--- src/hw/rtl/npr_pkg.sv ---
// Shared types and constants for the nearest point in rectangles block.
package npr_pkg;

    localparam int REGION_SLOTS = 8;
    localparam int COORD_BITS   = 16;
    localparam int SIZE_BITS    = COORD_BITS - 1;
    localparam int SLOT_BITS    = 3;
    localparam int CMD_BITS     = 2;
    localparam int DIST_BITS    = 2 * COORD_BITS + 2;

    typedef enum logic [CMD_BITS-1:0] {
        CMD_WRITE = 2'd0,
        CMD_CLEAR = 2'd1,
        CMD_QUERY = 2'd2
    } cmd_t;

    // One beat as it travels down the row of cells.
    typedef struct packed {
        logic                         valid;
        logic [CMD_BITS-1:0]          cmd;
        logic [SLOT_BITS-1:0]         slot;
        logic signed [COORD_BITS-1:0] rect_left;
        logic signed [COORD_BITS-1:0] rect_top;
        logic [SIZE_BITS-1:0]         rect_width;
        logic [SIZE_BITS-1:0]         rect_height;
        logic signed [COORD_BITS-1:0] point_x;
        logic signed [COORD_BITS-1:0] point_y;
        logic                         found;
        logic [DIST_BITS-1:0]         best_dist;
        logic signed [COORD_BITS-1:0] best_x;
        logic signed [COORD_BITS-1:0] best_y;
    } tok_t;

endpackage

--- src/hw/rtl/npr_cell.sv ---
// One table slot: holds a rectangle and folds it into a passing query in three stages.
module npr_cell (
    input  logic          clk,
    input  logic          rst_n,
    input  logic          advance,
    input  logic          sel,
    input  npr_pkg::tok_t tok_in,
    output npr_pkg::tok_t tok_out
);

    localparam int CW = npr_pkg::COORD_BITS;
    localparam int DW = npr_pkg::DIST_BITS;

    logic                 rect_valid_reg;
    logic signed [CW-1:0] lo_x_reg;
    logic signed [CW-1:0] lo_y_reg;
    logic signed [CW:0]   hi_x_reg;
    logic signed [CW:0]   hi_y_reg;

    logic                 is_write;
    logic                 is_clear;
    logic                 is_query;
    logic [npr_pkg::SIZE_BITS-1:0] w_fix;
    logic [npr_pkg::SIZE_BITS-1:0] h_fix;
    logic signed [CW:0]   wr_lo_x;
    logic signed [CW:0]   wr_lo_y;

    logic signed [CW:0]   px_w;
    logic signed [CW:0]   py_w;
    logic signed [CW:0]   lox_w;
    logic signed [CW:0]   loy_w;
    logic signed [CW:0]   dlo_x;
    logic signed [CW:0]   dlo_y;
    logic signed [CW:0]   dhi_x;
    logic signed [CW:0]   dhi_y;
    logic                 below_x;
    logic                 below_y;
    logic                 above_x;
    logic                 above_y;
    logic signed [CW-1:0] cand_x;
    logic signed [CW-1:0] cand_y;
    logic [CW-1:0]        adx;
    logic [CW-1:0]        ady;

    npr_pkg::tok_t        a_tok_reg;
    logic                 a_hit_reg;
    logic signed [CW-1:0] a_cx_reg;
    logic signed [CW-1:0] a_cy_reg;
    logic [CW-1:0]        a_dx_reg;
    logic [CW-1:0]        a_dy_reg;

    npr_pkg::tok_t        b_tok_reg;
    logic                 b_hit_reg;
    logic signed [CW-1:0] b_cx_reg;
    logic signed [CW-1:0] b_cy_reg;
    logic [2*CW-1:0]      b_sqx_reg;
    logic [2*CW-1:0]      b_sqy_reg;

    logic [DW-1:0]        sq_dist;
    logic                 take;
    npr_pkg::tok_t        tok_next;
    npr_pkg::tok_t        tok_out_reg;

    assign is_write = tok_in.valid && (tok_in.cmd == npr_pkg::CMD_WRITE);
    assign is_clear = tok_in.valid && (tok_in.cmd == npr_pkg::CMD_CLEAR);
    assign is_query = tok_in.valid && (tok_in.cmd == npr_pkg::CMD_QUERY);

    // A zero size is kept as a single pixel; the far edge is stored inclusive.
    assign w_fix   = (tok_in.rect_width == '0) ? npr_pkg::SIZE_BITS'(1) : tok_in.rect_width;
    assign h_fix   = (tok_in.rect_height == '0) ? npr_pkg::SIZE_BITS'(1) : tok_in.rect_height;
    assign wr_lo_x = {tok_in.rect_left[CW-1], tok_in.rect_left};
    assign wr_lo_y = {tok_in.rect_top[CW-1], tok_in.rect_top};

    always_ff @(posedge clk or negedge rst_n)
    begin
        if (!rst_n)
        begin
            rect_valid_reg <= 1'b0;
        end
        else if (advance && sel && is_write)
        begin
            rect_valid_reg <= 1'b1;
        end
        else if (advance && sel && is_clear)
        begin
            rect_valid_reg <= 1'b0;
        end
    end

    always_ff @(posedge clk)
    begin
        if (advance && sel && is_write)
        begin
            lo_x_reg <= tok_in.rect_left;
            lo_y_reg <= tok_in.rect_top;
            hi_x_reg <= wr_lo_x + (CW+1)'(w_fix) - (CW+1)'(1);
            hi_y_reg <= wr_lo_y + (CW+1)'(h_fix) - (CW+1)'(1);
        end
    end

    // Stage A: clamp each axis and take the distance magnitude.
    assign px_w  = {tok_in.point_x[CW-1], tok_in.point_x};
    assign py_w  = {tok_in.point_y[CW-1], tok_in.point_y};
    assign lox_w = {lo_x_reg[CW-1], lo_x_reg};
    assign loy_w = {lo_y_reg[CW-1], lo_y_reg};

    assign below_x = px_w < lox_w;
    assign below_y = py_w < loy_w;
    assign above_x = px_w > hi_x_reg;
    assign above_y = py_w > hi_y_reg;
    assign dlo_x   = lox_w - px_w;
    assign dlo_y   = loy_w - py_w;
    assign dhi_x   = px_w - hi_x_reg;
    assign dhi_y   = py_w - hi_y_reg;

    always_comb
    begin
        cand_x = tok_in.point_x;
        adx    = '0;
        if (below_x)
        begin
            cand_x = lo_x_reg;
            adx    = dlo_x[CW-1:0];
        end
        else if (above_x)
        begin
            cand_x = hi_x_reg[CW-1:0];
            adx    = dhi_x[CW-1:0];
        end

        cand_y = tok_in.point_y;
        ady    = '0;
        if (below_y)
        begin
            cand_y = lo_y_reg;
            ady    = dlo_y[CW-1:0];
        end
        else if (above_y)
        begin
            cand_y = hi_y_reg[CW-1:0];
            ady    = dhi_y[CW-1:0];
        end
    end

    always_ff @(posedge clk or negedge rst_n)
    begin
        if (!rst_n)
        begin
            a_tok_reg <= '0;
            a_hit_reg <= 1'b0;
            b_tok_reg <= '0;
            b_hit_reg <= 1'b0;
            tok_out_reg <= '0;
        end
        else if (advance)
        begin
            a_tok_reg   <= tok_in;
            a_hit_reg   <= is_query && rect_valid_reg;
            b_tok_reg   <= a_tok_reg;
            b_hit_reg   <= a_hit_reg;
            tok_out_reg <= tok_next;
        end
    end

    // Stage B: square both axis distances.
    always_ff @(posedge clk)
    begin
        if (advance)
        begin
            a_cx_reg  <= cand_x;
            a_cy_reg  <= cand_y;
            a_dx_reg  <= adx;
            a_dy_reg  <= ady;
            b_cx_reg  <= a_cx_reg;
            b_cy_reg  <= a_cy_reg;
            b_sqx_reg <= a_dx_reg * a_dx_reg;
            b_sqy_reg <= a_dy_reg * a_dy_reg;
        end
    end

    // Stage C: sum; take the first hit, else only a strictly smaller distance.
    assign sq_dist = DW'(b_sqx_reg) + DW'(b_sqy_reg);
    assign take    = b_hit_reg && (!b_tok_reg.found || (sq_dist < b_tok_reg.best_dist));

    always_comb
    begin
        tok_next = b_tok_reg;
        if (take)
        begin
            tok_next.found     = 1'b1;
            tok_next.best_dist = sq_dist;
            tok_next.best_x    = b_cx_reg;
            tok_next.best_y    = b_cy_reg;
        end
    end

    assign tok_out = tok_out_reg;

endmodule

--- config.mk ---
export PLATFORM = sky130hd
export DESIGN_NAME = npr_cell
export DESIGN_NICKNAME = d
export VERILOG_FILES = /design/src/hw/rtl/npr_pkg.sv /design/src/hw/rtl/npr_cell.sv
export SDC_FILE = /design/constraint.sdc
export NUM_CORES = 2
export LEC_CHECK = 0
export ABC_CLOCK_PERIOD_IN_PS = 8900
export BUFFER_PORTS_ARGS = -buffer_cell sky130_fd_sc_hd__buf_2
export CORE_MARGIN = 10
export CORE_UTILIZATION = 45
export CTS_CLUSTER_DIAMETER = 50
export CTS_CLUSTER_SIZE = 25
export DETAILED_ROUTE_END_ITERATION = 8
export PLACE_DENSITY = 0.66
export SETUP_SLACK_MARGIN = 0.5
export SKIP_CTS_REPAIR_TIMING = 1
export SYNTH_ARGS = -nofsm -noshare
export SYNTH_HDL_FRONTEND = slang
export SYNTH_SLANG_ARGS = --single-unit
--- constraint.sdc ---
create_clock -name clk -period 8.9 [get_ports clk]
set_input_delay 0.89 -clock clk [delete_from_list [all_inputs] [get_ports clk]]
set_output_delay 0.89 -clock clk [all_outputs]
set_load 0.1 [all_outputs]
==> flow_summary.json <==
{
  "drv_cap": 0,
  "post-route-min-period_ns": 6.87,
  "hp-class": "in -> async",
  "synthArstFlopShare_pct": 69.2,
  "antenna_found_initial": 23,
  "place_ws_ns": 2.11,
  "nets": 5614,
  "route.detailed.drc": 0,
  "gp_congestion": 0.874,
  "port_buffers": 337,
  "synth_largest_area_cell": "dfrtp_1",
  "final_util_pct": 51.0,
  "finalHoldViolations": 0,
  "p_leak_nw": 26.3,
  "clock_sinks": 728,
  "syn-num-nets": 5314,
  "io_pins": 338,
  "htree_levels": 3,
  "required_ns": 9.24,
  "grt_max_degree": 179,
  "cts_tree": "built",
  "wirelength_um": 112000,
  "syn_area_per_cell_um2": 11.0,
  "cp-endpoint": "b_sqx_reg[28]",
  "syn_area_um2": 48600,
  "crit_path_top_delay_cell": "edfxtp_1",
  "grt_overflow": 0,
  "synth-seq-cells": 728,
  "clk_latency_ns": 0.68,
  "tightestPinTransition_ns": 1.09,
  "via_count": 32200,
  "setup_ws_ns": 2.03,
  "cts_made_buffers": 82,
  "post-route-period-util_pct": 77.2,
  "area_growth_pct": 12.5,
  "slew_headroom_pct": 27.1,
  "ys_top_cells_by_count": "inv_1, dfrtp_1, mux2_2",
  "synth_cells": 4421,
  "setup_violations": 0,
  "worstPathCellList": "nand2_1 -> inv_1 -> fa_1 -> inv_1 -> fa_1 -> inv_1 -> fa_1 -> inv_1 -> fa_1 -> inv_1 -> fa_1 -> inv_1 -> fa_1 -> inv_1 -> ha_1 -> a21o_1 -> a21oi_1 -> nand2_1 -> a21oi_1 -> o211ai_1 -> a31oi_1 -> o21a_1 -> nor4b_1 -> a311o_1",
  "crit_type": "reg -> reg",
  "reg2reg_slack_ns": 2.03,
  "rsz0062_at_grt": "false",
  "drtIter0Drc": 1936,
  "ant_nets": 0,
  "p_per_area_nw_per_um2": 427,
  "clockBufferDepth": 3,
  "clkTransAtPathRegs_ns": 0.07,
  "placementRows": 120,
  "cp_common_cell": "inv_1",
  "critPathLaunch": "a_dx_reg[8]",
  "die_w_um": 349,
  "finClkSkew_ns": 0.0797,
  "synth.distinct_cells": 77,
  "slowest_delay_ns": 0.62,
  "grt_pass1_vias": 33400,
  "synthFlopType": "dfrtp_1",
  "routedWlPerCell_um": 18.1,
  "drt_first_pass_iters": 5,
  "dieArea_um2": 122000,
  "cts_root_buf": "clkbuf_16",
  "fin_area_um2": 54700,
  "whs_ns": 0.277,
  "start_util_pct": 45.4,
  "arrival_ns": 7.22,
  "track_usage_pct": 18.5,
  "tns_ns": 0,
  "seq_area_frac_synth_pct": 39.8,
  "rr_endpoint": "b_sqx_reg[28]",
  "start_kind": "flip-flop",
  "yosys_warnings": 0,
  "synth_edf_count": 224,
  "hpwl_um": 87700,
  "slew_viol_final": 0,
  "final_layout_size_suffix_gt1_share_pct": 19.7,
  "synthMostInstantiatedCell": "inv_1",
  "vias_per_cell": 5.19,
  "r2r_start": "a_dx_reg[8]",
  "die_h_um": 349,
  "ff2ff_path_depth": 24,
  "synthTopCellsByArea": "dfrtp_1, edfxtp_1, fa_1",
  "core-area_um2": 107000,
  "dpl-instance-area_um2": 51700,
  "cp-end-kind": "flip-flop",
  "grt_pass1_wl_um": 181000,
  "outcome": "finished clean",
  "ir_worst_vdd_mv": 0.809,
  "clock.fmax_mhz": 145,
  "critical_path.max_fanout": 13,
  "synth_top_area_share_pct": 25.9
}
## where the power goes
part           leakage [nW]  total [mW]  internal [mW]  switching, mW
logic                  16.8        14.8           6.01           8.82
registers              8.07        4.92           4.56          0.355
clock network          1.44        3.63           2.06           1.57
## layout by cell type, fill, tap and decap left out, types with 16 or more instances in the layout
cell / Yosys / routed
inv_1: 754 / 754
dfrtp_1: 504 / 504
mux2_2: 408 / 408
ha_1: 392 / 392
buf_2: 8 / 335
fa_1: 330 / 330
nand2_1: 280 / 280
nor2_1: 235 / 234
edfxtp_1: 224 / 224
a21oi_1: 205 / 205
o21ai_0: 136 / 136
xnor2_1: 106 / 106
and2_1: 86 / 86
clkbuf_16: 0 / 84
a21o_1: 74 / 74
mux2i_1: 72 / 72
xor2_1: 55 / 55
nand3_1: 43 / 43
nor3_1: 39 / 39
o21a_1: 29 / 29
nor2b_1: 27 / 27
a31oi_1: 21 / 21
nand2b_1: 19 / 19
nand4_1: 18 / 18
o22ai_1: 18 / 18
o211ai_1: 16 / 16
## cell families (layout without fill, tap and decap cells)
| kind of cell | Yosys count | in the layout | share of synthesized area, % |
|---|---|---|---|
| other | 0 | 4 | 0 |
| and+or+nand+nor | 819 | 819 | 7.76 |
| adders and majority gates | 722 | 722 | 23.7 |
| DFF | 728 | 728 | 39.8 |
| muxes | 480 | 480 | 10.9 |
| buffers and inverters | 894 | 1262 | 7.03 |
| xor gates and xnor gates | 161 | 161 | 2.90 |
| AOI/OAI and AO/OA | 617 | 617 | 7.95 |
## critical path, delay by kind of cell (launching register included)
family                     cells  cell delay, ns
DFF                            1            0.62
and+or+nand+nor                3            0.36
adders and majority gates      7            3.36
buffers and inverters          7            0.38
AOI/OAI and AO/OA              7            1.82
## worst min path at each step
stage                     slack [ns]        endpoint  cells past startpoint    startpoint
after global routing            0.31  b_tok_reg[141]                      1         rst_n
after floorplan                 0.40     b_cx_reg[0]                      0   a_cx_reg[0]
after global placement          0.40    b_cx_reg[15]                      0  a_cx_reg[15]
final                           0.28    tok_out[140]                      1         rst_n
after detailed placement        0.40     b_cx_reg[1]                      0   a_cx_reg[1]
after CTS                       0.30  b_tok_reg[141]                      1         rst_n
## per-layer routing
layer	up-vias	GRT usage [%]	share of wire (%)
met4	34	4.14	2.0
met2	757	29.1	45
met5	-	0	0.24
met1	15900	25.2	45
li1	15300	-	-
met3	163	5.30	7.6
## final cells by class
type / count / area [um^2]
Tap cell: 1403 / 1760
Timing Repair Buffer: 355 / 1890
Antenna cell: 4 / 10.0
Inverter: 755 / 2830
Clock buffer: 95 / 2180
Sequential cell: 728 / 19300
Multi-Input combinational cell: 2799 / 25900
Fill cell: 9636 / 52500
Clock inverter: 57 / 788
## through the flow
step	std cells	power (mW)
after floorplan	4421	16.5
after global placement	6040	19.6
after detailed placement	6040	19.8
after CTS	6192	23.5
after global routing	6193	25.7
final	6196	23.4
Power figures use the tool's default switching activity.
